**config.mk**
```make
export PLATFORM = sky130hd
export DESIGN_NAME = pnse_ctrl
export DESIGN_NICKNAME = d
export VERILOG_FILES = /design/src/rtl/core/pnse_pkg.sv /design/src/rtl/core/pnse_ctrl.sv
export SDC_FILE = /design/constraint.sdc
export NUM_CORES = 1
export LEC_CHECK = 0
export ABC_AREA = 1
export BUFFER_PORTS_ARGS = -buffer_cell sky130_fd_sc_hd__buf_2
export CORE_AREA = 2 2 39 41
export DETAILED_ROUTE_END_ITERATION = 6
export DIE_AREA = 0 0 41 43
export GPL_TIMING_DRIVEN = 0
export PLACE_DENSITY = 0.47
export SYNTH_ARGS = -nofsm -noshare
export SYNTH_HDL_FRONTEND = slang
export SYNTH_SLANG_ARGS = --single-unit
export TNS_END_PERCENT = 30
```
**constraint.sdc**
```tcl
create_clock -name clk -period 1.1 [get_ports clk]
set_clock_uncertainty 0.15 [all_clocks]
set_input_delay 0.055 -clock clk [delete_from_list [all_inputs] [get_ports clk]]
set_output_delay 0.055 -clock clk [all_outputs]
set_load 0.05 [all_outputs]
```
**src/rtl/core/pnse_pkg.sv**
```systemverilog
// Package for the Perlin noise slice evaluator: types, codes and helpers.
// No dependencies; used by the top level, pnse_ctrl, pnse_dp and the testbench.
package pnse_pkg;

	localparam int FRAC_W = 16;

	typedef enum logic {
		FUNC_LOAD = 1'b0,
		FUNC_EVAL = 1'b1
	} func_t;

	typedef enum logic [3:0] {
		ST_IDLE,
		ST_FADE1,
		ST_FADE2,
		ST_FADE3,
		ST_FADE4,
		ST_HASH1,
		ST_HASH2,
		ST_HASH3,
		ST_LERP_X,
		ST_LERP_Y,
		ST_OUT
	} state_t;

	// Controller to datapath commands
	typedef struct packed {
		logic load_in;
		logic fade1;
		logic fade2;
		logic fade3;
		logic fade4;
		logic hash1;
		logic hash2;
		logic hash3;
		logic lerp_x;
		logic lerp_y;
		logic out_load;
	} pnse_cmd_t;

	// Gradient for 2D slice, result is 19 bits signed
	function automatic logic signed [18:0] grad_xy(input logic [3:0] h,
		input logic signed [17:0] x, input logic signed [17:0] y);
		logic signed [18:0] a;
		logic signed [18:0] b;
		a = (h < 4'd8) ? 19'(x) : 19'(y);
		if (h < 4'd4)
			b = 19'(y);
		else if (h == 4'd12 || h == 4'd14)
			b = 19'(x);
		else
			b = '0;
		if (h[0]) a = -a;
		if (h[1]) b = -b;
		return a + b;
	endfunction

endpackage

```
**src/rtl/core/pnse_ctrl.sv**
```systemverilog
// Controller state machine for the noise evaluator.
// Depends on pnse_pkg.
module pnse_ctrl
	import pnse_pkg::*;
(
	input  logic      clk,
	input  logic      arst_n,
	input  logic      in_valid,
	input  logic      in_func,
	output logic      in_ready,
	input  logic      out_busy,
	output pnse_cmd_t cmd
);

	state_t state_q, state_d;

	always_ff @(posedge clk or negedge arst_n) begin
		if (!arst_n)
			state_q <= ST_IDLE;
		else
			state_q <= state_d;
	end

	always_comb begin
		state_d  = state_q;
		cmd      = '0;
		in_ready = 1'b0;
		unique case (state_q)
			ST_IDLE: begin
				in_ready = 1'b1;
				if (in_valid) begin
					cmd.load_in = 1'b1;
					if (in_func == FUNC_EVAL)
						state_d = ST_FADE1;
				end
			end
			ST_FADE1: begin cmd.fade1 = 1'b1; state_d = ST_FADE2; end
			ST_FADE2: begin cmd.fade2 = 1'b1; state_d = ST_FADE3; end
			ST_FADE3: begin cmd.fade3 = 1'b1; state_d = ST_FADE4; end
			ST_FADE4: begin cmd.fade4 = 1'b1; state_d = ST_HASH1; end
			ST_HASH1: begin cmd.hash1 = 1'b1; state_d = ST_HASH2; end
			ST_HASH2: begin cmd.hash2 = 1'b1; state_d = ST_HASH3; end
			ST_HASH3: begin cmd.hash3 = 1'b1; state_d = ST_LERP_X; end
			ST_LERP_X: begin cmd.lerp_x = 1'b1; state_d = ST_LERP_Y; end
			ST_LERP_Y: begin cmd.lerp_y = 1'b1; state_d = ST_OUT; end
			ST_OUT: begin
				if (!out_busy) begin
					cmd.out_load = 1'b1;
					state_d = ST_IDLE;
				end
			end
			default: state_d = ST_IDLE;
		endcase
	end

endmodule

```
==> Yosys cells after proc, flatten, opt, wreduce, memory -nomap -nowiden <==
Index checks and enable logic that the tools add are counted.
{ "totals": {"word_cells": 34, "ff_bits": 4, "in_bits": 5} }
{ "op_classes": {"n_reduce_logical": 2, "n_mux": 18, "eq_ne": 13} }
{ "ops": {"columns": ["op", "count"], "rows": [
  ["one-hot mux 4 bit (11 select lines)", 1],
  ["equality test 4 x 3 -> 1 bit, second input constant", 4],
  ["2-to-1 mux 1 bit", 14],
  ["equality test 4 bit, second input constant", 3],
  ["2-to-1 mux 4 bit", 3],
  ["equality test 4 x 2 -> 1 bit, second input constant", 2],
  ["!= test 2 bit, second input constant", 3],
  ["equality test 4 x 1 -> 1 bit, second input constant", 1],
  ["zero test 4 bit", 1],
  ["AND reduction 3 bit", 1]
]} }

==> Longest topological paths before layout <==
Gate-level depths: netlist of run 1.
{ "depth": {"depth_word": 3, "depth_mapped": 5} }

==> Least setup slack after synthesis of run 1 <==
OpenSTA, ideal clock, no wires.
{ "synth_path": {"path_type": "register to output", "start": "reg state_q[2]", "end": "out cmd[1] (netlist bit)", "arrival_ns": 1.332, "required_ns": 0.895, "path_stages_with_launch": 4, "path_slack_ns": -0.437, "path_buffers": 0, "path_cell_list": "dfrtp_1 nor2_2 nand2_1 nor2_1"} }
{ "synth_rtl": {"columns": ["item", "line", "text"], "rows": [
  ["start: declaration", "pnse_ctrl.sv:15", "state_t state_q, state_d;"],
  ["start signal: assignment", "pnse_ctrl.sv:21", "state_q <= state_d;"],
  ["end: declaration", "pnse_ctrl.sv:12", "output pnse_cmd_t cmd"]
]} }

==> summary.md, run 1 <==
| Metric | Value |
|---|---|
| Outcome | `finished with violations` |
| Failing checks | `setup timing` |
| Largest registers | `state_q x4` |
| Area of the multi-input gates | `277.8 um^2` |
| IO Pins | `17` |
| First-pass GRT wire length | `1400 um` |
| Critical Path RT | `0.89 ns` |
| Ys Warns | `0` |
| Internal portion of total power | `0.001072 W` |
| Crit Reg-Reg Startpoint | `state_q[3]` |
| Non-Filler Instances | `93` |
| RSZ-0062 raised after global routing | `yes` |
| # rows | `14` |
| Worst-path clk slew | `0.04 ns` |
| DRT iter0 DRCs | `1` |
| VDD IR max | `1.199 mV` |
| Final hold viol count | `0` |
| Max reg flops | `4` |
| NetSw | `0.001296 W` |
| Final ANT Viol Nets | `0` |
| Routed len/inst | `9.473 um` |
| Number of CTS-inserted buffers | `3` |
| Number of synthesized register bits | `4` |
| Hold wc startpoint | `in_func` |
| Switching power share of the total | `54.72%` |
| Arrival time at the worst endpoint | `1.21 ns` |
| Setup crit start | `state_q[3]` |
| Critical Path Sink Type | `primary output` |
| Initial antenna violation count | `0` |
| Type of the most critical hold path | `in2reg` |
| Most frequent CP cell | `nor2_4` |
| Gr usage total | `12.16%` |
| Routed WL | `881 um` |
| Final setup vio count | `16` |
| FF-to-FF path depth | `7` |
| Final period util | `129.0%` |
| TNS Setup | `-4.086 ns` |
| Fmax | `0.7046 GHz` |
| Die width | `41 um` |
| Fillcell total | `134` |
| Clock share of power | `8.3%` |
| Worst R2R Setup Slack | `-0.23 ns` |
| Initial core utilization | `21.52%` |
| Power Dens Cells | `3171 nW/um^2` |
| Syn Area/Cell | `6.474 um^2` |
| Largest net degree at the start of global routing | `6` |
| Clock period minus worst slack | `1.419 ns` |
| Biggest register | `state_q` |
| CP Max Fanout | `3` |
| Gate power share | `75.8%` |
| Flop pwr share | `15.8%` |
| Vias in the first global route | `368` |
| DRC errors left | `0` |
| Register Area | `103.9 um^2` |
| Clock Tree Buf Depth | `2` |
| Clock Tree Root | `clkbuf_4` |
| Syn_nets | `51` |
| Gpl congestion | `0.7416` |
| Final core occ | `53.98%` |
| N_diodes | `0` |
| Worst-skew pair later-pin latency | `0.23 ns` |
| Gr ovfl total | `0` |
| Via count | `373` |
| Mapped Area | `297.8 um^2` |
| Slew headroom | `82.54%` |
| Max-slew violation count | `0` |
| Total core area | `1384 um^2` |
| CTS tree | `built` |
| Drt via density | `4.011` |
| Max cap viols | `0` |
| Die Y | `43 um` |
| H-tree level count | `1` |
| Static leakage | `0.3474 nW` |
| Crit path cell chain | `inv_2, nor2_4, nand2_4, nor2_4, buf_6` |
| Seq/Total Area, Yosys | `33.61%` |
| Critical path class | `reg2out` |
| Layout cells sized above 1 | `72.73%` |
| Inst Count DP | `78` |
| Final HPWL DP | `596.6 um` |
| Slew @ Worst Pin | `0.2592 ns` |
| Synth-to-Final Area Change | `150.8%` |
| Drt pass-1 iters | `2` |
| Worst Hold Depth | `5` |
| Hold EP | `state_q[0]` |
| Unique masters post-synth | `14` |
| I/O Buffers | `16` |
| RR Endpoint | `state_q[0]` |
| Slowest stage delay, CP | `0.41 ns` |
| Post-Synthesis Cells | `46` |
| Setup ws final | `-0.3192 ns` |
| Final net count | `83` |
| Full die area | `1763 um^2` |
| CP max-delay cell | `dfrtp_1` |
| Sink Count | `4` |
| CP startpoint kind | `flop` |
[layout by cell type (no fill, tap or decap), drive strengths merged]
master	n
buf	24
o21ai	2
nor2	15
dfrtp	4
clkbuf	4
dlygate4sd3	3
nand3b	1
clkinvlp	1
nand2	11
inv	9
nand3	3
[what timing repair did]
| item | in CTS | in global routing |
|---|---|---|
| setup endpoints to repair | 14 | 16 |
| hold buffers | 3 | 0 |
| pin swaps | 10 | 6 |
| endpoints found under the hold margin | 5 | 0 |
| buffers inserted | 6 | 2 |
| resized for setup | 38 | 7 |
[per-layer routing]
metal | wire, um | part of all wire [%] | vias to the layer above | track usage, %
met5 | 0 | 0 | - | 0
met4 | 0 | 0 | 0 | 8.000
met3 | 29 | 3.3 | 0 | 3.665
met2 | 533 | 60 | 8 | 19.69
met1 | 319 | 36 | 167 | 12.58
li1 | - | - | 198 | -
[worst max-delay path: cells and delay by family, from the launching register on]
kind	cells	cell delay, ns
buffers and inverters	2	0.25
DFF	1	0.41
and+or+nand+nor	3	0.33
[layout make-up]
cell class | count | area share, %
flip-flops and latches | 4 | 13.90
inverters | 10 | 5.863
repair buffers | 27 | 36.85
well taps | 16 | 2.680
clock buffers | 4 | 3.518
multi-input cells | 32 | 37.19
[cells in the mapped netlist]
master / number / share of area (%)
nor2_2: 3 / 6.3
nor2_4: 1 / 3.8
nand3b_1: 1 / 2.5
o21ai_1: 1 / 1.7
nand2_4: 1 / 3.8
nor2_1: 11 / 14
nand2_2: 1 / 2.1
nand3_2: 1 / 3.4
o21ai_0: 1 / 1.7
dfrtp_1: 4 / 34
nand2_1: 9 / 11
inv_1: 8 / 10
nand3_1: 2 / 3.4
inv_2: 2 / 2.5
[power groups by stage]
stage | Sequential, W | Clock [W] | Combinational (W)
floorplan | 0.000331 | 0 | 0.00105
global placement | 0.000352 | 0 | 0.00124
detailed placement | 0.000353 | 0 | 0.00124
CTS | 0.000370 | 0.000211 | 0.00169
global route | 0.000384 | 0.000225 | 0.00190
finish | 0.000374 | 0.000198 | 0.00180
[worst max path at each step]
stage,to,cells past startpoint,slack (ns)
final,cmd[2],5,-0.32
after global routing,cmd[2],5,-0.40
after CTS,cmd[0],5,-0.33
after detailed placement,cmd[8],4,-0.23
after global placement,cmd[8],4,-0.23
after floorplan,state_q[3],4,-0.11
[cells by family (layout without fill, tap and decap cells)]
kind of cell | Yosys count | after routing | synth area share [%]
AND/OR/NAND/NOR | 30 | 30 | 50.42
buffers and inverters | 10 | 41 | 12.61
AO/OA/AOI/OAI | 2 | 2 | 3.358
flip-flops | 4 | 4 | 33.61
[through the flow]
step                      area, um^2  hold slack [ns]  power, W  worst slack [ns]
after floorplan                382.9          -0.3906  0.001380           -0.1119
after global placement         483.0          -0.2888  0.001588           -0.2290
after detailed placement       483.0          -0.2884  0.001591           -0.2293
after CTS                      706.9          0.04099  0.002268           -0.3299
after global routing           747.0          0.08773  0.002513           -0.3955
final                          747.0          0.04089  0.002368           -0.3192
Power figures use the tool's default switching activity.
==> run 2, diff against run 1 <==
--- a/config.mk
+++ b/config.mk
@@ -12,6 +12,7 @@
 export DIE_AREA = 0 0 41 43
 export GPL_TIMING_DRIVEN = 0
 export PLACE_DENSITY = 0.47
+export REMOVE_ABC_BUFFERS = 1
 export SYNTH_ARGS = -nofsm -noshare
 export SYNTH_HDL_FRONTEND = slang
 export SYNTH_SLANG_ARGS = --single-unit
==> summary.md, run 2 (synthesized netlist as in run 1, its figures left out) <==
| Metric | Value |
|---|---|
| Outcome | `finished with violations (unchanged)` |
| Failing checks | `setup timing (unchanged)` |
| Die Y | `43 um (unchanged)` |
| Final net count | `75 (was 83)` |
| Slowest stage delay, CP | `0.40 ns (was 0.41 ns)` |
| Most frequent cells in the layout | `8 x buf_6, 7 x nand2_1, 7 x nor2_4, 6 x nor2_2 (was 14 x nor2_4, 8 x buf_6, 6 x buf_8, 6 x buf_4)` |
| DRC errors left | `0 (unchanged)` |
| Largest net degree at the start of global routing | `7 (was 6)` |
| Critical path class | `reg2out (unchanged)` |
| Routed len/inst | `9.440 um (was 9.473 um)` |
| Final HPWL DP | `590.7 um (was 596.6 um)` |
| Slew @ Worst Pin | `0.2878 ns (was 0.2592 ns)` |
| Max reg flops | `4 (unchanged)` |
| Gate power share | `71.8% (was 75.8%)` |
| Slew headroom | `80.61% (was 82.54%)` |
| NetSw | `0.001110 W (was 0.001296 W)` |
| I/O Buffers | `16 (unchanged)` |
| Gr ovfl total | `0 (unchanged)` |
| Max cap viols | `0 (unchanged)` |
| Most frequent CP cell | `nor2_4 (unchanged)` |
| DRT iter0 DRCs | `3 (was 1)` |
| Final setup vio count | `15 (was 16)` |
| Fillcell total | `150 (was 134)` |
| Routed WL | `793 um (was 881 um)` |
| Gr usage total | `10.49% (was 12.16%)` |
| Clock period minus worst slack | `1.418 ns (was 1.419 ns)` |
| CP Max Fanout | `3 (unchanged)` |
| Number of CTS-inserted buffers | `3 (unchanged)` |
| Setup ws final | `-0.3184 ns (was -0.3192 ns)` |
| WP depth | `5 (unchanged)` |
| Die width | `41 um (unchanged)` |
| VDD IR max | `0.7535 mV (was 1.199 mV)` |
| Largest registers | `state_q x4 (unchanged)` |
| Setup crit start | `state_q[3] (unchanged)` |
| Max-slew violation count | `0 (unchanged)` |
| Worst-path clk slew | `0.03 ns (was 0.04 ns)` |
| Full die area | `1763 um^2 (unchanged)` |
| End of the critical path | `cmd[1] (was cmd[2])` |
| Crit path cell chain | `inv_2, nor2_4, nand2_4, nor2_4, buf_8 (was inv_2, nor2_4, nand2_4, nor2_4, buf_6)` |
| Clock share of power | `9.0% (was 8.3%)` |
| Switching power share of the total | `57.29% (was 54.72%)` |
| Layout cells sized above 1 | `67.65% (was 72.73%)` |
| Power Dens Cells | `3205 nW/um^2 (was 3171 nW/um^2)` |
| FF-to-FF path depth | `5 (was 7)` |
| DP Worst Slack | `-0.2000 ns (was -0.2293 ns)` |
| Fmax | `0.7050 GHz (was 0.7046 GHz)` |
| CTS tree | `built (unchanged)` |
| Final period util | `128.9% (was 129.0%)` |
| CP max-delay cell | `dfrtp_1 (unchanged)` |
| WP buf/inv | `2 (unchanged)` |
| Sink Count | `4 (unchanged)` |
| Critical Path RT | `0.89 ns (about the same)` |
| Leading cell type in the layout, fill and taps excluded | `buf_6 (was nor2_4)` |
| Total core area | `1384 um^2 (unchanged)` |
| Initial core utilization | `21.52% (unchanged)` |
| RR Endpoint | `state_q[3] (was state_q[0])` |
| Non-Filler Instances | `84 (was 93)` |
| Via count | `357 (was 373)` |
| H-tree level count | `1 (unchanged)` |
| Synth-to-Final Area Change | `102.9% (was 150.8%)` |
| Worst R2R Setup Slack | `-0.07 ns (was -0.23 ns)` |
| N_diodes | `0 (unchanged)` |
| Type of the most critical hold path | `in2async (was in2reg)` |
| Critical Path Sink Type | `primary output (unchanged)` |
| RSZ-0062 raised after global routing | `yes (unchanged)` |
| IO Pins | `17 (unchanged)` |
| CP delay by family, top | `flip-flops (unchanged)` |
| First-pass GRT wire length | `1228 um (was 1400 um)` |
| Register Area | `103.9 um^2 (unchanged)` |
| Worst-skew pair later-pin latency | `0.23 ns (about the same)` |
| Clock Tree Root | `clkbuf_4 (unchanged)` |
| Initial antenna violation count | `0 (unchanged)` |
| CP startpoint kind | `flop (unchanged)` |
| Flop pwr share | `19.1% (was 15.8%)` |
| Static leakage | `0.2997 nW (was 0.3474 nW)` |
| Inst Count DP | `78 (unchanged)` |
| Final ANT Viol Nets | `0 (unchanged)` |
| Vias in the first global route | `306 (was 368)` |
| Drt via density | `4.250 (was 4.011)` |
| # rows | `14 (unchanged)` |
| Biggest register | `state_q (unchanged)` |
| Clock Tree Buf Depth | `2 (unchanged)` |
| Internal portion of total power | `0.0008273 W (was 0.001072 W)` |
| Drt pass-1 iters | `2 (unchanged)` |
| Area of the multi-input gates | `222.7 um^2 (was 277.8 um^2)` |
| Arrival time at the worst endpoint | `1.21 ns (about the same)` |
| Final hold viol count | `0 (unchanged)` |
| Gpl congestion | `0.7692 (was 0.7416)` |
| Tot Pwr | `0.001937 W (was 0.002368 W)` |
| Crit Reg-Reg Startpoint | `state_q[3] (unchanged)` |
==> run 2: routing by layer <==
metal	global-route usage, %	up-vias	wire (um)
met5	0	-	0
met1	11.44	161	325
met3	3.141	2	30
li1	-	182	-
met2	16.88	12	428
met4	6.000	0	8
==> run 2: worst register-to-register path, cell delays in order, from the launching register on <==
cell and delay, ns:
dfrtp_1 0.40, inv_2 0.09, nor2_4 0.15, nand2_4 0.10, buf_4 0.14, nand3b_1 0.08
==> run 2: final cells by class <==
type,count,area share (%)
Tap cell,16,3.313
Multi-Input combinational cell,32,36.85
Inverter,10,6.211
Clock buffer,3,3.727
Timing Repair Buffer,19,32.71
Sequential cell,4,17.18
==> run 2: what timing repair did <==
action | in CTS | in global routing
hold buffers | 2 | 0
gates resized for setup | 30 | 22
pin swaps | 5 | 5
setup buffers | 0 | 1
endpoints found under the setup margin | 14 | 15
hold endpoints to repair | 6 | 0
==> run 2: worst min-delay path by stage <==
| stage | start | slack (ns) | end |
|---|---|---|---|
| floorplan | arst_n | -0.39 | state_q[0] |
| global placement | arst_n | -0.29 | state_q[3] |
| detailed placement | arst_n | -0.28 | state_q[3] |
| CTS | arst_n | 0.004 | state_q[1] |
| global route | arst_n | 0.02 | state_q[3] |
| finish | arst_n | 0.01 | state_q[3] |
==> run 2: per-stage QoR <==
stage | hold slack, ns | setup TNS (ns) | utilization (%) | area [um^2]
after floorplan | -0.3906 | -3.809 | - | 297.8
after global placement | -0.2892 | -1.668 | 28.75 | 397.9
after detailed placement | -0.2843 | -1.591 | 28.75 | 397.9
after CTS | 0.003733 | -3.730 | 38.07 | 526.8
after global routing | 0.01590 | -4.513 | 43.67 | 604.3
final | 0.01218 | -3.583 | 43.67 | 604.3
==> run 2: power by group through the flow <==
stage                     clock network, W  logic (W)  registers (W)
after floorplan                          0   0.000832       0.000297
after detailed placement                 0    0.00103       0.000313
final                             0.000175    0.00139       0.000371
after global routing              0.000186    0.00149       0.000383
after global placement                   0    0.00102       0.000316
after CTS                         0.000183    0.00123       0.000350
